<file path="src/rtl/ssio_pkg.sv">
// Shared types, address codes and switch bit positions of the soft-switch register file.
package ssio_pkg;

    // Widths of the fields and of the stored state
    localparam int FLAG_W = 20;
    localparam int PAGE_W = 4;

    typedef logic [FLAG_W-1:0] flags_t;
    typedef logic [PAGE_W-1:0] page_t;
    typedef logic [4:0]        flag_idx_t;

    // Access direction
    localparam logic ACT_READ  = 1'b0;
    localparam logic ACT_WRITE = 1'b1;

    // Mode flag bit positions
    localparam flag_idx_t B_PAGE2  = 5'd10;
    localparam flag_idx_t B_AN3    = 5'd15;
    localparam flag_idx_t B_XRAM   = 5'd16;
    localparam flag_idx_t B_XWRITE = 5'd17;
    localparam flag_idx_t B_XBANK  = 5'd18;
    localparam flag_idx_t B_ZOOM   = 5'd19;

    // Video and annunciator switches start here
    localparam logic [1:0] VIDEO_BASE_HI = 2'b01;

    // Address groups by high nibble
    localparam logic [3:0] HI_MEM    = 4'h0;
    localparam logic [3:0] HI_STATUS = 4'h1;
    localparam logic [3:0] HI_VIDEO  = 4'h5;
    localparam logic [3:0] HI_EXP    = 4'h8;

    // Low nibbles with special meaning
    localparam logic [3:0] LO_NONE0    = 4'h0;
    localparam logic [3:0] LO_SETUP    = 4'h1;
    localparam logic [3:0] LO_NONE9    = 4'h9;
    localparam logic [3:0] LO_PAGE2CLR = 4'h1;

    // Single addresses
    localparam logic [7:0] ADDR_DHIRES   = 8'h7F;
    localparam logic [7:0] ADDR_PAGE_SEL = 8'h73;
    localparam logic [7:0] ADDR_BACKUP   = 8'h79;

    // Data codes
    localparam logic [7:0] BACKUP_RESTORE = 8'h5A;
    localparam logic [7:0] BACKUP_SAVE    = 8'hF1;
    localparam logic [7:0] DHIRES_OFF     = 8'hA0;

    localparam flags_t FLAGS_RESET = flags_t'(1) << B_ZOOM;

    // Request and result as carried between the stages
    typedef struct packed {
        logic       action;
        logic [7:0] io_address;
        logic [7:0] write_data;
        logic [7:0] key_latch;
    } request_t;

    typedef struct packed {
        logic [7:0] read_data;
        logic       handled;
        logic       page_update;
        page_t      page_value;
    } result_t;

    // Memory switch selected by address bits 3:1
    function automatic flag_idx_t mem_ctl_bit(input logic [2:0] sel);
        flag_idx_t idx;
        unique case (sel)
            3'd0:    idx = 5'd0;
            3'd1:    idx = 5'd1;
            3'd2:    idx = 5'd2;
            3'd3:    idx = 5'd5;
            3'd4:    idx = 5'd3;
            3'd5:    idx = 5'd6;
            3'd6:    idx = 5'd4;
            default: idx = 5'd7;
        endcase
        return idx;
    endfunction

    // Status flag per low nibble; nibbles 0, 1 and 9 are decoded apart
    function automatic flag_idx_t status_bit(input logic [3:0] lo);
        flag_idx_t idx;
        unique case (lo)
            4'h2:    idx = 5'd16;
            4'h3:    idx = 5'd1;
            4'h4:    idx = 5'd2;
            4'h5:    idx = 5'd5;
            4'h6:    idx = 5'd3;
            4'h7:    idx = 5'd6;
            4'h8:    idx = 5'd0;
            4'hA:    idx = 5'd8;
            4'hB:    idx = 5'd9;
            4'hC:    idx = 5'd10;
            4'hD:    idx = 5'd11;
            4'hE:    idx = 5'd7;
            4'hF:    idx = 5'd4;
            default: idx = 5'd0;
        endcase
        return idx;
    endfunction

endpackage

</file>
<file path="src/rtl/soft_switch_io_register_file_unit.sv">
// Top level of the soft-switch register file: input stage, state, result stage.
//
// One I/O access to the low byte of the soft-switch page enters per transfer on
// the s_ channel (tuser = direction, tdata = address, write data, keyboard byte).
// Every access gives exactly one result transfer on the m_ channel with the read
// byte, a decoded flag, a page update flag and the selected memory page.
// An accepted access is held in the input register, where the decoder updates
// the switch state and computes the result, which is then held in the output
// register that drives m_tvalid and the m_ channel data.
// Throughput: one access per clock while m_tready stays high; the switch state
// is updated in the same cycle the access is decoded, so the next access sees it at once.
// When m_tready is low, the result stays in the output register and one more
// access may wait in the input register; s_tready drops only when both are full.
// Reset (aresetn low at a clock edge) empties both registers, sets the mode flags
// to the zoom flag alone and clears the page and the saved copy.
module soft_switch_io_register_file_unit #(
    parameter int PAGE_COUNT = 16
) (
    input  logic        aclk,
    input  logic        aresetn,
    input  logic        s_tvalid,
    output logic        s_tready,
    input  logic [23:0] s_tdata,   // [7:0] io_address, [15:8] write_data, [23:16] key_latch
    input  logic [0:0]  s_tuser,   // [0] action
    output logic        m_tvalid,
    input  logic        m_tready,
    output logic [15:0] m_tdata,   // [7:0] read_data, [11:8] page_value, [15:12] zero
    output logic [1:0]  m_tuser    // [0] handled, [1] page_update
);

    logic                in_valid_reg;
    ssio_pkg::request_t  in_req_reg;
    logic                out_valid_reg;
    ssio_pkg::result_t   out_res_reg;

    ssio_pkg::flags_t    flags_reg;
    ssio_pkg::flags_t    flags_next;
    ssio_pkg::page_t     page_reg;
    ssio_pkg::page_t     page_next;
    ssio_pkg::flags_t    saved_flags_reg;
    ssio_pkg::flags_t    saved_flags_next;
    ssio_pkg::page_t     saved_page_reg;
    ssio_pkg::page_t     saved_page_next;
    ssio_pkg::result_t   res;

    logic                advance;
    logic                s_xfer;

    // Move the held access forward when the result slot is free or being taken
    assign advance  = in_valid_reg && (!out_valid_reg || m_tready);
    assign s_tready = !in_valid_reg || advance;
    assign s_xfer   = s_tvalid && s_tready;

    // Input register
    always_ff @(posedge aclk) begin
        if (!aresetn) begin
            in_valid_reg <= 1'b0;
        end else if (s_tready) begin
            in_valid_reg <= s_tvalid;
        end
    end

    always_ff @(posedge aclk) begin
        if (s_xfer) begin
            in_req_reg.action     <= s_tuser[0];
            in_req_reg.io_address <= s_tdata[7:0];
            in_req_reg.write_data <= s_tdata[15:8];
            in_req_reg.key_latch  <= s_tdata[23:16];
        end
    end

    ssio_decode #(
        .PAGE_COUNT(PAGE_COUNT)
    ) u_decode (
        .req              (in_req_reg),
        .flags            (flags_reg),
        .page             (page_reg),
        .saved_flags      (saved_flags_reg),
        .saved_page       (saved_page_reg),
        .flags_next       (flags_next),
        .page_next        (page_next),
        .saved_flags_next (saved_flags_next),
        .saved_page_next  (saved_page_next),
        .res              (res)
    );

    // Commit switch state as each access is decoded
    always_ff @(posedge aclk) begin
        if (!aresetn) begin
            flags_reg       <= ssio_pkg::FLAGS_RESET;
            page_reg        <= '0;
            saved_flags_reg <= '0;
            saved_page_reg  <= '0;
        end else if (advance) begin
            flags_reg       <= flags_next;
            page_reg        <= page_next;
            saved_flags_reg <= saved_flags_next;
            saved_page_reg  <= saved_page_next;
        end
    end

    // Output register
    always_ff @(posedge aclk) begin
        if (!aresetn) begin
            out_valid_reg <= 1'b0;
        end else if (advance) begin
            out_valid_reg <= 1'b1;
        end else if (m_tready) begin
            out_valid_reg <= 1'b0;
        end
    end

    always_ff @(posedge aclk) begin
        if (advance) begin
            out_res_reg <= res;
        end
    end

    assign m_tvalid = out_valid_reg;
    assign m_tdata  = {4'b0000, out_res_reg.page_value, out_res_reg.read_data};
    assign m_tuser  = {out_res_reg.page_update, out_res_reg.handled};

endmodule

</file>
<file path="src/rtl/ssio_decode.sv">
// Access decoder: next switch state and result for one registered access.
module ssio_decode #(
    parameter int PAGE_COUNT = 16
) (
    input  ssio_pkg::request_t req,
    input  ssio_pkg::flags_t   flags,
    input  ssio_pkg::page_t    page,
    input  ssio_pkg::flags_t   saved_flags,
    input  ssio_pkg::page_t    saved_page,
    output ssio_pkg::flags_t   flags_next,
    output ssio_pkg::page_t    page_next,
    output ssio_pkg::flags_t   saved_flags_next,
    output ssio_pkg::page_t    saved_page_next,
    output ssio_pkg::result_t  res
);

    // Page reduction table, built at elaboration
    ssio_pkg::page_t page_lut [256];

    genvar gi;
    generate
        for (gi = 0; gi < 256; gi++) begin : g_page_lut
            assign page_lut[gi] = ssio_pkg::page_t'(gi % PAGE_COUNT);
        end
    endgenerate

    logic [3:0] lo;
    logic [3:0] hi;
    logic       wr;
    logic       xw;
    logic       xr;
    logic       xb;
    logic [1:0] setup_code;

    assign lo = req.io_address[3:0];
    assign hi = req.io_address[7:4];
    assign wr = (req.action == ssio_pkg::ACT_WRITE);
    assign xw = flags[ssio_pkg::B_XWRITE];
    assign xr = flags[ssio_pkg::B_XRAM];
    assign xb = flags[ssio_pkg::B_XBANK];

    // Expansion setup code: write+ram 3, write 1, ram 0, neither 2
    always_comb begin
        priority if (xw && xr) begin
            setup_code = 2'd3;
        end else if (xw) begin
            setup_code = 2'd1;
        end else if (xr) begin
            setup_code = 2'd0;
        end else begin
            setup_code = 2'd2;
        end
    end

    // Decode the access in address priority order
    always_comb begin
        flags_next       = flags;
        page_next        = page;
        saved_flags_next = saved_flags;
        saved_page_next  = saved_page;
        res.read_data    = '0;
        res.handled      = 1'b0;
        res.page_update  = 1'b0;

        priority if (hi == ssio_pkg::HI_MEM && wr) begin
            res.handled = 1'b1;
            flags_next[ssio_pkg::mem_ctl_bit(lo[3:1])] = req.io_address[0];
            if (lo == ssio_pkg::LO_PAGE2CLR) begin
                flags_next[ssio_pkg::B_PAGE2] = 1'b0;
            end
        end else if (hi == ssio_pkg::HI_VIDEO) begin
            res.handled = 1'b1;
            flags_next[{ssio_pkg::VIDEO_BASE_HI, lo[3:1]}] = req.io_address[0];
        end else if (hi == ssio_pkg::HI_STATUS && !wr && lo != ssio_pkg::LO_NONE0
                     && lo != ssio_pkg::LO_NONE9) begin
            res.handled = 1'b1;
            if (lo == ssio_pkg::LO_SETUP) begin
                res.read_data = {xb, 3'b000, ~xb, 1'b0, setup_code} | req.key_latch;
            end else begin
                res.read_data = {flags[ssio_pkg::status_bit(lo)], 7'b0} | req.key_latch;
            end
        end else if (req.io_address == ssio_pkg::ADDR_DHIRES && !wr) begin
            res.handled   = 1'b1;
            res.read_data = flags[ssio_pkg::B_AN3] ? 8'h00 : ssio_pkg::DHIRES_OFF;
        end else if (req.io_address == ssio_pkg::ADDR_PAGE_SEL && wr) begin
            res.handled     = 1'b1;
            res.page_update = 1'b1;
            page_next       = page_lut[req.write_data];
        end else if (req.io_address == ssio_pkg::ADDR_BACKUP && wr) begin
            res.handled = 1'b1;
            if (req.write_data == ssio_pkg::BACKUP_RESTORE) begin
                flags_next      = saved_flags;
                page_next       = saved_page;
                res.page_update = 1'b1;
            end else if (req.write_data == ssio_pkg::BACKUP_SAVE) begin
                saved_flags_next = flags;
                saved_page_next  = page;
                res.page_update  = 1'b1;
            end
        end else if (hi == ssio_pkg::HI_EXP) begin
            res.handled = 1'b1;
            flags_next[ssio_pkg::B_XWRITE] = req.io_address[0];
            flags_next[ssio_pkg::B_XBANK]  = ~req.io_address[3];
            flags_next[ssio_pkg::B_XRAM]   = (req.io_address[1] == req.io_address[0]);
        end else begin
            // Leave an undecoded access unhandled with the state unchanged
            res.handled = 1'b0;
        end

        res.page_value = page_next;
    end

endmodule

</file>
<file path="config.mk">
export PLATFORM = sky130hd
export DESIGN_NAME = soft_switch_io_register_file_unit
export DESIGN_NICKNAME = d
export VERILOG_FILES = /design/src/rtl/ssio_pkg.sv /design/src/rtl/soft_switch_io_register_file_unit.sv /design/src/rtl/ssio_decode.sv
export SDC_FILE = /design/constraint.sdc
export NUM_CORES = 1
export LEC_CHECK = 0
export ABC_AREA = 1
export BUFFER_PORTS_ARGS = -buffer_cell sky130_fd_sc_hd__buf_2
export CAP_MARGIN = 20
export CORE_ASPECT_RATIO = 1.75
export CORE_MARGIN = 2
export CORE_UTILIZATION = 53
export DETAILED_ROUTE_END_ITERATION = 12
export GPL_ROUTABILITY_DRIVEN = 0
export PLACE_DENSITY = 0.76
export SETUP_SLACK_MARGIN = 0.4
export SLEW_MARGIN = 20
export SYNTH_ARGS = -nofsm -noshare
export SYNTH_HDL_FRONTEND = slang
export SYNTH_SLANG_ARGS = --single-unit
</file>
<file path="constraint.sdc">
create_clock -name aclk -period 2 [get_ports aclk]
set_input_delay 0.3 -clock aclk [delete_from_list [all_inputs] [get_ports aclk]]
set_output_delay 0.3 -clock aclk [all_outputs]
set_load 0.1 [all_outputs]
</file>
==> results of run 1 <==
-- per-layer routing --
layer,vias up,share of wire (%)
met1,2067,34
met5,-,0
met2,246,52
li1,2078,-
met4,0,7.4
met3,75,6.6
-- logic make-up (layout without fill, tap and decap cells) --
logic type	count (synthesis)	after routing	share of synthesized area, %
AOI/OAI and AO/OA	107	107	12.33
DFF	94	94	49.00
buffers and inverters	101	180	9.849
other	1	4	0.08087
adders and majority gates	8	8	2.159
and+or+nand+nor	278	281	26.58
-- power groups by stage --
stage | Sequential (mW) | Clock [mW] | Combinational (mW)
4_1_cts | 2.12 | 1.74 | 0.582
2_1_floorplan | 2.27 | 0 | 0.303
6_report | 2.13 | 1.72 | 0.641
3_5_place_dp | 2.17 | 0 | 0.547
3_3_place_gp | 2.16 | 0 | 0.539
5_1_grt | 2.14 | 1.79 | 0.685
-- worst register-to-register path: cells and delay by family, from the launching register on --
family	cells	cell delay, ns
fa+ha+maj	1	0.13
buf+inv	2	0.27
flops	1	0.49
simple gates	8	0.87
-- through the flow --
step           area (um2)  setup TNS (ns)  hold slack [ns]  instances
4_1_cts              5679               0           0.1137        774
3_3_place_gp         5120               0           0.4588        742
3_5_place_dp         5120               0           0.4605        742
2_1_floorplan        4833         -0.7937           0.3989        592
5_1_grt              5966               0           0.1184        791
6_report             5966               0           0.1193        791
-- synthesized netlist by cell type --
master	n
sky130_fd_sc_hd__nand2_1	128
sky130_fd_sc_hd__nor2_1	78
sky130_fd_sc_hd__inv_1	67
sky130_fd_sc_hd__dfxtp_1	55
sky130_fd_sc_hd__nand3_1	45
sky130_fd_sc_hd__a21oi_1	39
sky130_fd_sc_hd__edfxtp_1	39
sky130_fd_sc_hd__o21ai_0	36
sky130_fd_sc_hd__o21ai_1	20
sky130_fd_sc_hd__nand4_1	9
sky130_fd_sc_hd__clkbuf_1	8
sky130_fd_sc_hd__ha_1	8
sky130_fd_sc_hd__nand3_2	7
sky130_fd_sc_hd__a21oi_2	6
sky130_fd_sc_hd__buf_2	6
sky130_fd_sc_hd__inv_2	6
sky130_fd_sc_hd__buf_6	5
sky130_fd_sc_hd__buf_4	4
sky130_fd_sc_hd__clkinv_1	3
sky130_fd_sc_hd__nand2_4	2
sky130_fd_sc_hd__nor3_1	2
sky130_fd_sc_hd__o21a_1	2
sky130_fd_sc_hd__a22oi_1	1
sky130_fd_sc_hd__a31oi_1	1
sky130_fd_sc_hd__buf_12	1
sky130_fd_sc_hd__clkinv_2	1
sky130_fd_sc_hd__conb_1	1
sky130_fd_sc_hd__nand2_2	1
sky130_fd_sc_hd__nand2_8	1
sky130_fd_sc_hd__nand3b_1	1
sky130_fd_sc_hd__nor2_2	1
sky130_fd_sc_hd__nor3_2	1
sky130_fd_sc_hd__nor3_4	1
sky130_fd_sc_hd__o21bai_1	1
sky130_fd_sc_hd__o31ai_1	1
sky130_fd_sc_hd__or2_4	1
-- repair_timing --
item / 4_1_cts / 5_1_grt
endpoints found under the hold margin: 0 / 0
cloned: 4 / 3
hold buffers: 0 / 0
pin swaps: 13 / 14
resized for setup: 32 / 44
endpoints found under the setup margin: 63 / 72
buffers inserted: 12 / 14
-- worst max path at each step --
stage	start	endpoint	slack, ns	cells past startpoint
after floorplan	m_tvalid	flop	-0.31	8
after global placement	in_req_reg[16]	m_tuser[0]	0.17	8
after detailed placement	in_req_reg[17]	flags_reg[6]	0.12	10
after CTS	in_req_reg[21]	flags_reg[4]	0.29	11
after global routing	in_req_reg[20]	flags_reg[4]	0.12	9
final	in_req_reg[17]	flags_reg[4]	0.19	11
-- cell type report --
class                   instances  area (um2)
clock buffers                   9       225.2
flip-flops and latches         94        2280
fillers                       638        2649
clock inverters                 7       75.07
repair buffers                 83       555.5
multi-input cells             400        2292
inverters                      77       346.6
repair inverters                4       45.04
well taps                     117       146.4
==> reports/results.ini, run 1 <==
[global_routing]
gr-total-overflow = 0
maximum_number_of_pins_on_one_net_before_global_route_repair = 39
met1_usage_pct = 29.11
top_usage_layer = met2
grt_pass1_vias = 4230
grt_antenna_before_repair = 0
grt_pass1_wl_mm = 20.11
groute.layer.met2.usage_pct = 49.51
grt_usage_pct = 28.04
grt.met3_usage_pct = 5.660

[clock_tree]
clk_pin_slew_ns = 0.07
cts.path.max_buffers = 2
cts-root-buf = sky130_fd_sc_hd__clkbuf_16
clk_latency_worst_skew_pair_ns = 0.35
cts_tree = yes
cts_made_buffers = 9
htree_levels = 3
clock_sink_count = 94

[worst_setup_path]
critical_path.n_buffers_inverters = 2
crit_family = simple AND/OR/NAND/NOR gates
worst-endpoint-required_ns = 2.29
reg2reg_setup_slack_ns = 0.19
worst_path_largest_cell_delay_ns = 0.49
crit_arrival_ns = 2.09
reg2reg_from = in_req_reg[17]
worst_setup_path_start_kind = flop
cp_cell_sequence = clkinv_4, ha_4, nand4_1, nor2_2, buf_6, nand2_8, nand2_8, nand3_4, nand2_2, nand2_2, nor2_2
timing.critical_path.slowest_stage_cell = sky130_fd_sc_hd__edfxtp_1
reg2reg_depth = 11
timing_worst_setup_path_type = flop to flop
critPathCaptureType = flop
path_max_fanout = 7
reg2reg_to = flags_reg[4]

[pwr]
swShare_pct = 28.29
power.sequential.fraction_pct = 47.4
total_leakage_power_nw = 2.555
total_switching_power_mw = 1.270
p_total_mw = 4.490
comb_power_share_pct = 14.3
powerDensity_nw_per_um2 = 752.6
clock_network_fraction_of_design_power_pct = 38.3
max-vdd-ir-drop_uv = 451.5
internal_dissipation_mw = 3.220

[floorplanning]
dieWidth_um = 74.71
initial_utilization_pct = 53.83
die-height_um = 127.7
floorplan.die_area_um2 = 9542
io_pins = 49
placeableCoreArea_um2 = 8615
fp-row-count = 45

[yosys]
synth_seq_cells = 94
avgSynthCellArea_um2 = 7.873
netlist.area_leader.share_pct = 25.26
yosys-top-cells-area = sky130_fd_sc_hd__edfxtp_1, sky130_fd_sc_hd__dfxtp_1, sky130_fd_sc_hd__nand2_1
synthesis.instances = 589
yosysSeqAreaShare_pct = 49.00
syn_area_um2 = 4637
netlist-cell-type-count = 36
synth_largest_area_cell = sky130_fd_sc_hd__edfxtp_1
ys_warn_count = 0

[layout]
most_frequent_cells_in_the_layout = sky130_fd_sc_hd__nand2_1, sky130_fd_sc_hd__nor2_1, sky130_fd_sc_hd__inv_1, sky130_fd_sc_hd__dfxtp_1, sky130_fd_sc_hd__buf_2
finalCoreUtilization_pct = 69.25
final_common_cell = sky130_fd_sc_hd__nand2_1
final_layout_size_suffix_gt1_share_pct = 30.56
largest_reg_flops = 25
area_growth_pct = 28.66
antenna-diode-count = 0
final_nets = 706

[sta]
fin_crit_ns = 1.805
timing.final.max_slew_violations = 0
maxClockFrequency_mhz = 554.0
worst-slew-pin-transition_ns = 0.5809
worst_slack_ns = 0.1948
worst_slew_margin_rel_pct = 60.86
rsz0062_at_grt = true
final.period_utilization_pct = 90.26
fin_worst_skew_ns = 0.01010
hold_viol = 0
finalSetupViolCount = 0

[worst_hold_path]
min_path_type = input pin to flop
hold_depth = 1
hp-start = s_tdata[16]
holdPathEnd = in_req_reg[0]

[detailed_routing]
via_count = 4466
drtPass1Iterations = 5
drt-wirelength-per-cell_um = 16.77
route.detailed.vias_per_inst = 5.646
antenna_left = 0
detailedRoute.firstIterationViolations = 417
total_wirelength_mm = 13.27
route.detailed.drc = 0

[placed_design]
portbufs = 44
place_hpwl_mm = 8.255
dp_worst_setup_slack_ns = 0.1204

[status]
status = finished, final reports clean

[flow_run]
maxCapViolCount = 0

(Power assumes the default switching activity.)
==> run 2: changes to the inputs <==
CORE_UTILIZATION = 30   (was 53)
PLACE_DENSITY = not set   (was 0.76)
RECOVER_POWER = 50   (was not set)
==> run 2 against run 1 <==
  * Register-to-register slack gained 0.04 ns
  * Clock-buffer cell count is the same
  * Global-route usage shrank 12 points
  * Critical endpoint is now in_req_reg[8]
==> reports/results.ini, run 2 (synthesized netlist as in run 1, its figures left out) <==
[status]
status = finished, final reports clean

[worst_setup_path]
cp_cell_sequence = nand3_4, nand2_1, clkinvlp_4, clkbuf_2
path_max_fanout = 20  ; +13
critical_path.n_buffers_inverters = 2  ; unchanged
crit_family = buffers and inverters
timing.critical_path.slowest_stage_cell = sky130_fd_sc_hd__clkbuf_2
worst_path_largest_cell_delay_ns = 0.40  ; -0.09 ns
crit_arrival_ns = 1.76  ; -0.33 ns
reg2reg_from = m_tvalid
critPathCaptureType = flop
cp-startpoint = m_tvalid
worst_setup_path_start_kind = flop
timing_worst_setup_path_type = flop to flop
worst-endpoint-required_ns = 2.00  ; -0.29 ns

[sta]
maxClockFrequency_mhz = 566.9  ; +2.3%
final.period_utilization_pct = 88.20  ; -2.1 points
fin_crit_ns = 1.764  ; -0.04130 ns
rsz0062_at_grt = true
total_negative_slack_for_setup_checks_ns = 0  ; unchanged
timing.final.max_slew_violations = 0  ; unchanged
fin_worst_skew_ns = 0.01036  ; +0.0002549 ns
worst_hold_slack_ns = 0.1225  ; +0.003187 ns
finalSetupViolCount = 0  ; unchanged
worst_slew_margin_rel_pct = 59.86  ; -1.0 points
worst-slew-pin-transition_ns = 0.6021  ; +0.02125 ns
hold_viol = 0  ; unchanged

[pwr]
total_switching_power_mw = 1.272  ; +0.13%
powerDensity_nw_per_um2 = 731.0  ; -2.9%
comb_power_share_pct = 13.8  ; -0.5 points
internal_dissipation_mw = 3.094  ; -3.9%
total_leakage_power_nw = 2.556  ; about the same
max-vdd-ir-drop_uv = 374.0  ; -17%
power.sequential.fraction_pct = 48.6  ; +1.2 points
swShare_pct = 29.13  ; +0.84 points
clock_network_fraction_of_design_power_pct = 37.5  ; -0.8 points

[flow_run]
maxCapViolCount = 0  ; unchanged

[global_routing]
grt_antenna_before_repair = 0  ; unchanged
gr-total-overflow = 0  ; unchanged
grt_pass1_vias = 4044  ; -4.4%
maximum_number_of_pins_on_one_net_before_global_route_repair = 45  ; +15%
grt_usage_pct = 15.64  ; -12 points
grt_pass1_wl_mm = 20.17  ; +0.31%

[clock_tree]
clk_pin_slew_ns = 0.07  ; about the same
cts-root-buf = sky130_fd_sc_hd__clkbuf_16
cts_hold_repair.buffers = 0  ; unchanged
cts_tree = yes
cts.path.max_buffers = 2  ; unchanged
cts_made_buffers = 9  ; unchanged
clock_sink_count = 94  ; unchanged
clk_latency_worst_skew_pair_ns = 0.35  ; about the same
htree_levels = 3  ; unchanged

[layout]
final_common_cell = sky130_fd_sc_hd__nand2_1
final_nets = 704  ; -0.28%
finish.cell_count_without_fillers = 858  ; +8.5%
design_area_um2 = 5972  ; +0.10%
most_frequent_cells_in_the_layout = sky130_fd_sc_hd__nand2_1, sky130_fd_sc_hd__nor2_1, sky130_fd_sc_hd__inv_1, sky130_fd_sc_hd__dfxtp_1, sky130_fd_sc_hd__edfxtp_1
area_growth_pct = 28.79
final_layout_size_suffix_gt1_share_pct = 27.08  ; -3.5 points
antenna-diode-count = 0  ; unchanged
largest_reg_flops = 25  ; unchanged

[detailed_routing]
drt-wirelength-per-cell_um = 15.09  ; -10%
route.detailed.drc = 0  ; unchanged
antenna_left = 0  ; unchanged
route.detailed.vias_per_inst = 4.824  ; -15%
drtPass1Iterations = 5  ; unchanged
detailedRoute.firstIterationViolations = 229  ; -45%
via_count = 4139  ; -7.3%
total_wirelength_mm = 12.95  ; -2.4%

[worst_hold_path]
min_path_type = input pin to flop
hp-start = s_tdata[13]

[floorplanning]
initial_utilization_pct = 30.43  ; -23 points
die-height_um = 168.5  ; +32%
placeableCoreArea_um2 = 15240  ; +77%
fp-row-count = 60  ; +33%
io_pins = 49  ; unchanged
floorplan.die_area_um2 = 16510  ; +73%
dieWidth_um = 97.98  ; +31%

[placed_design]
place_area_um2 = 5229  ; +2.1%
portbufs = 44  ; unchanged
placed_cells_incl_taps = 814  ; +9.7%
place_hpwl_mm = 8.831  ; +7.0%

==> run 2: cell count changes in the layout (fill, tap and decap cells not counted), moves of 4 or more <==
cell / previous run / this run
sky130_fd_sc_hd__nand3_2: 15 / 11
sky130_fd_sc_hd__clkbuf_1: 0 / 5
sky130_fd_sc_hd__o21ai_4: 1 / 6
sky130_fd_sc_hd__buf_2: 44 / 28
sky130_fd_sc_hd__buf_6: 8 / 4
sky130_fd_sc_hd__nand3_1: 34 / 38
sky130_fd_sc_hd__inv_6: 0 / 5
sky130_fd_sc_hd__o21ai_2: 16 / 9
sky130_fd_sc_hd__clkinvlp_4: 7 / 3
sky130_fd_sc_hd__nor2_2: 8 / 3
sky130_fd_sc_hd__clkbuf_2: 0 / 13
==> run 2: final timing paths <==
check	to	slack, ns	cells after the start
hold / removal	in_req_reg[13]	0.12	1
setup / recovery	in_req_reg[8]	0.24	4
setup reg to reg	in_req_reg[8]	0.24	4
hold reg to reg	saved_page_reg[2]	0.45	2
==> run 2: worst reg2reg max path, cell delays in order, from the launching register on <==
cell                         delay (ns)
sky130_fd_sc_hd__dfxtp_4           0.37
sky130_fd_sc_hd__nand3_4           0.07
sky130_fd_sc_hd__nand2_1           0.29
sky130_fd_sc_hd__clkinvlp_4        0.28
sky130_fd_sc_hd__clkbuf_2          0.40
==> run 2: power groups by stage <==
stage | sequential, mW | clock [mW] | combinational (mW)
after floorplan | 2.27 | 0 | 0.303
after detailed placement | 2.17 | 0 | 0.562
final | 2.12 | 1.64 | 0.604
after global placement | 2.16 | 0 | 0.560
after CTS | 2.12 | 1.67 | 0.577
after global routing | 2.13 | 1.74 | 0.657
==> run 2: cell type report <==
| class | instances | area [um2] |
|---|---|---|
| fill | 1561 | 9268 |
| clock inverter | 7 | 55.05 |
| timing repair inverter | 5 | 85.08 |
| timing repair buffer | 81 | 509.2 |
| clock buffer | 9 | 225.2 |
| multi-input combinational | 399 | 2250 |
| sequential | 94 | 2277 |
| inverter | 77 | 337.8 |
| tap | 186 | 232.7 |
==> run 2: stage by stage <==
stage	utilization (%)	power (mW)	setup WS, ns
final	39.19	4.366	0.2361
after global routing	39.19	4.521	0.1225
after CTS	37.24	4.367	0.2612
after detailed placement	34.31	2.728	0.1226
after global placement	34.31	2.723	0.1738
after floorplan	-	2.575	-0.3085
==> run 2: metal layers <==
layer  global-route usage (%)  share of wire (%)  routed length [um]  vias up
met5                        0                  0                   0        -
met1                    14.40                 35                4486     1939
met3                    2.395                2.9                 374       29
li1                         -                  -                   -     2089
met4                    8.816                4.1                 533        0
met2                    31.48                 58                7554       82
==> run 2: timing repair <==
item | CTS | global route
gates resized for setup | 12 | 51
endpoints found under the setup margin | 62 | 64
pin swaps | 10 | 5
buffers inserted | 6 | 15
cloned | 5 | 2
==> run 3: changes to the inputs <==
clock period = 2.1 ns   (was 2 ns; I/O delays follow)
==> run 3 against run 2 <==
  * Worst hold slack better by 0.0096 ns
  * Sequential share of layout area increased by 1.4 points
  * First-iteration DRC count is 3.9% higher
  * Worst setup slack improved by 0.0014 ns
  * Die area did not move
  * Via count decreased by 1.7%
  * Clock power rose by 4%
  * Critical path type is now flop to output port
==> reports/results.ini, run 3 (synthesized netlist as in run 1, its figures left out) <==
[layout]
final_nets = 692  ; -1.7%
largest_reg_flops = 25  ; unchanged
finish.cell_count_without_fillers = 846  ; -1.4%
antenna-diode-count = 0  ; unchanged
final_common_cell = sky130_fd_sc_hd__nand2_1
final_layout_size_suffix_gt1_share_pct = 22.58  ; -4.5 points
most_frequent_cells_in_the_layout = sky130_fd_sc_hd__nand2_1, sky130_fd_sc_hd__nor2_1, sky130_fd_sc_hd__inv_1, sky130_fd_sc_hd__dfxtp_1, sky130_fd_sc_hd__nand3_1
area_growth_pct = 24.04
nFillCells = 1547  ; -0.90%
finalCoreUtilization_pct = 37.74  ; -1.4 points

[global_routing]
grt_pass1_vias = 3903  ; -3.5%
grt_usage_pct = 14.97  ; -0.66 points
gr-total-overflow = 0  ; unchanged
grt_antenna_before_repair = 0  ; unchanged
maximum_number_of_pins_on_one_net_before_global_route_repair = 40  ; -11%
grt_pass1_wl_mm = 19.40  ; -3.8%

[worst_setup_path]
path_max_fanout = 1  ; -95%
worst_setup_path_start_kind = flop
cp_cell_sequence = clkbuf_1
worst_path_largest_cell_delay_ns = 0.87  ; +0.47 ns
crit_arrival_ns = 1.55  ; -0.21 ns
timing.critical_path.slowest_stage_cell = sky130_fd_sc_hd__clkbuf_1
critPathCaptureType = output port
worst-endpoint-required_ns = 1.78  ; -0.22 ns
timing_worst_setup_path_type = flop to output port
crit_family = buffers and inverters
critical_path.n_buffers_inverters = 1  ; -1

[sta]
worst-slew-pin-transition_ns = 1.180  ; +0.5780 ns
finalSetupViolCount = 0  ; unchanged
hold_viol = 0  ; unchanged
fin_worst_skew_ns = 0.01130  ; +0.0009386 ns
timing.final.max_slew_violations = 0  ; unchanged
rsz0062_at_grt = true
fin_crit_ns = 1.862
final.period_utilization_pct = 88.69
maxClockFrequency_mhz = 536.9
worst_slew_margin_rel_pct = 21.66  ; -38 points

[clock_tree]
cts_tree = yes
cts_made_buffers = 9  ; unchanged
clk_pin_slew_ns = 0.07  ; about the same
cts_hold_repair.buffers = 0  ; unchanged
cts.path.max_buffers = 2  ; unchanged
cts-root-buf = sky130_fd_sc_hd__clkbuf_16
htree_levels = 3  ; unchanged
clk_latency_worst_skew_pair_ns = 0.35  ; about the same
clock_sink_count = 94  ; unchanged

[floorplanning]
floorplan.die_area_um2 = 16510  ; unchanged
fp-row-count = 60  ; unchanged
die-height_um = 168.5  ; unchanged
placeableCoreArea_um2 = 15240  ; unchanged
initial_utilization_pct = 30.43  ; unchanged
dieWidth_um = 97.98  ; unchanged
io_pins = 49  ; unchanged

[pwr]
powerDensity_nw_per_um2 = 746.3  ; +2.1%
total_leakage_power_nw = 2.454  ; -4.0%
max-vdd-ir-drop_uv = 347.9  ; -7.0%

[detailed_routing]
detailedRoute.firstIterationViolations = 238  ; +3.9%
antenna_left = 0  ; unchanged
route.detailed.drc = 0  ; unchanged
drt-wirelength-per-cell_um = 14.48  ; -4.0%
total_wirelength_mm = 12.25  ; -5.4%
via_count = 4069  ; -1.7%
drtPass1Iterations = 5  ; unchanged
route.detailed.vias_per_inst = 4.810  ; -0.30%

[placed_design]
placed_cells_incl_taps = 810  ; -0.49%
place_hpwl_mm = 8.622  ; -2.4%
portbufs = 44  ; unchanged

[worst_hold_path]
min_path_type = input pin to flop

[flow_run]
maxCapViolCount = 0  ; unchanged

[status]
status = finished, final reports clean

## run 3: cell types whose count changed in the layout (fill, tap and decap cells not counted), sizes merged
cell and delta:
nand2 +1, clkinvlp +2, bufinv +1, inv -3
clkinv -5, buf -7, clkbuf -1
## run 3: metrics by stage
stage	hold slack, ns	setup slack (ns)	setup TNS, ns	area, um2	power (mW)
floorplan	0.4139	-0.2085	-0.4576	4771	2.449
global placement	0.4391	0.2221	0	5169	2.593
detailed placement	0.4508	0.2150	0	5169	2.595
CTS	0.1287	0.3827	0	5629	4.304
global route	0.1194	0.1657	0	5752	4.465
finish	0.1321	0.2375	0	5752	4.293
## run 3: routing by layer
layer / vias up / GRT usage [%] / wire length [um]
li1: 2053 / - / -
met1: 1882 / 14.98 / 4475
met2: 94 / 28.38 / 6735
met3: 40 / 1.858 / 375
met4: 0 / 9.903 / 664
met5: - / 0 / 0
## run 3: path summary, 6_finish.rpt
kind,startpoint,end,slack [ns],cells after the start
worst min register to register,saved_page_reg[2],saved_page_reg[2],0.46,2
worst max-delay path,m_tdata[2],m_tdata[2],0.24,1
worst min-delay path,s_tdata[16],in_req_reg[0],0.13,1
worst max register to register,m_tvalid,in_req_reg[9],0.30,4
## run 3: what timing repair did
action | in CTS | in global routing
setup endpoints to repair | 50 | 50
setup buffers | 12 | 4
pin swaps | 3 | 12
cloned | 2 | 2
resized for setup | 15 | 27
## run 3: layout make-up
| type | instances | area (um2) | share of cell area, % |
|---|---|---|---|
| well taps | 186 | 232.7 | 4.046 |
| multi-input cells | 400 | 2163 | 37.61 |
| repair inverters | 1 | 7.507 | 0.1305 |
| flip-flops and latches | 94 | 2276 | 39.57 |
| inverters | 77 | 322.8 | 5.612 |
| clock inverters | 6 | 75.07 | 1.305 |
| clock buffers | 10 | 229.0 | 3.981 |
| repair buffers | 72 | 445.4 | 7.744 |
## run 3: where the power goes
group | internal [mW] | switching (mW)
clock | 0.945 | 0.760
sequential | 1.97 | 0.0449
combinational | 0.149 | 0.419
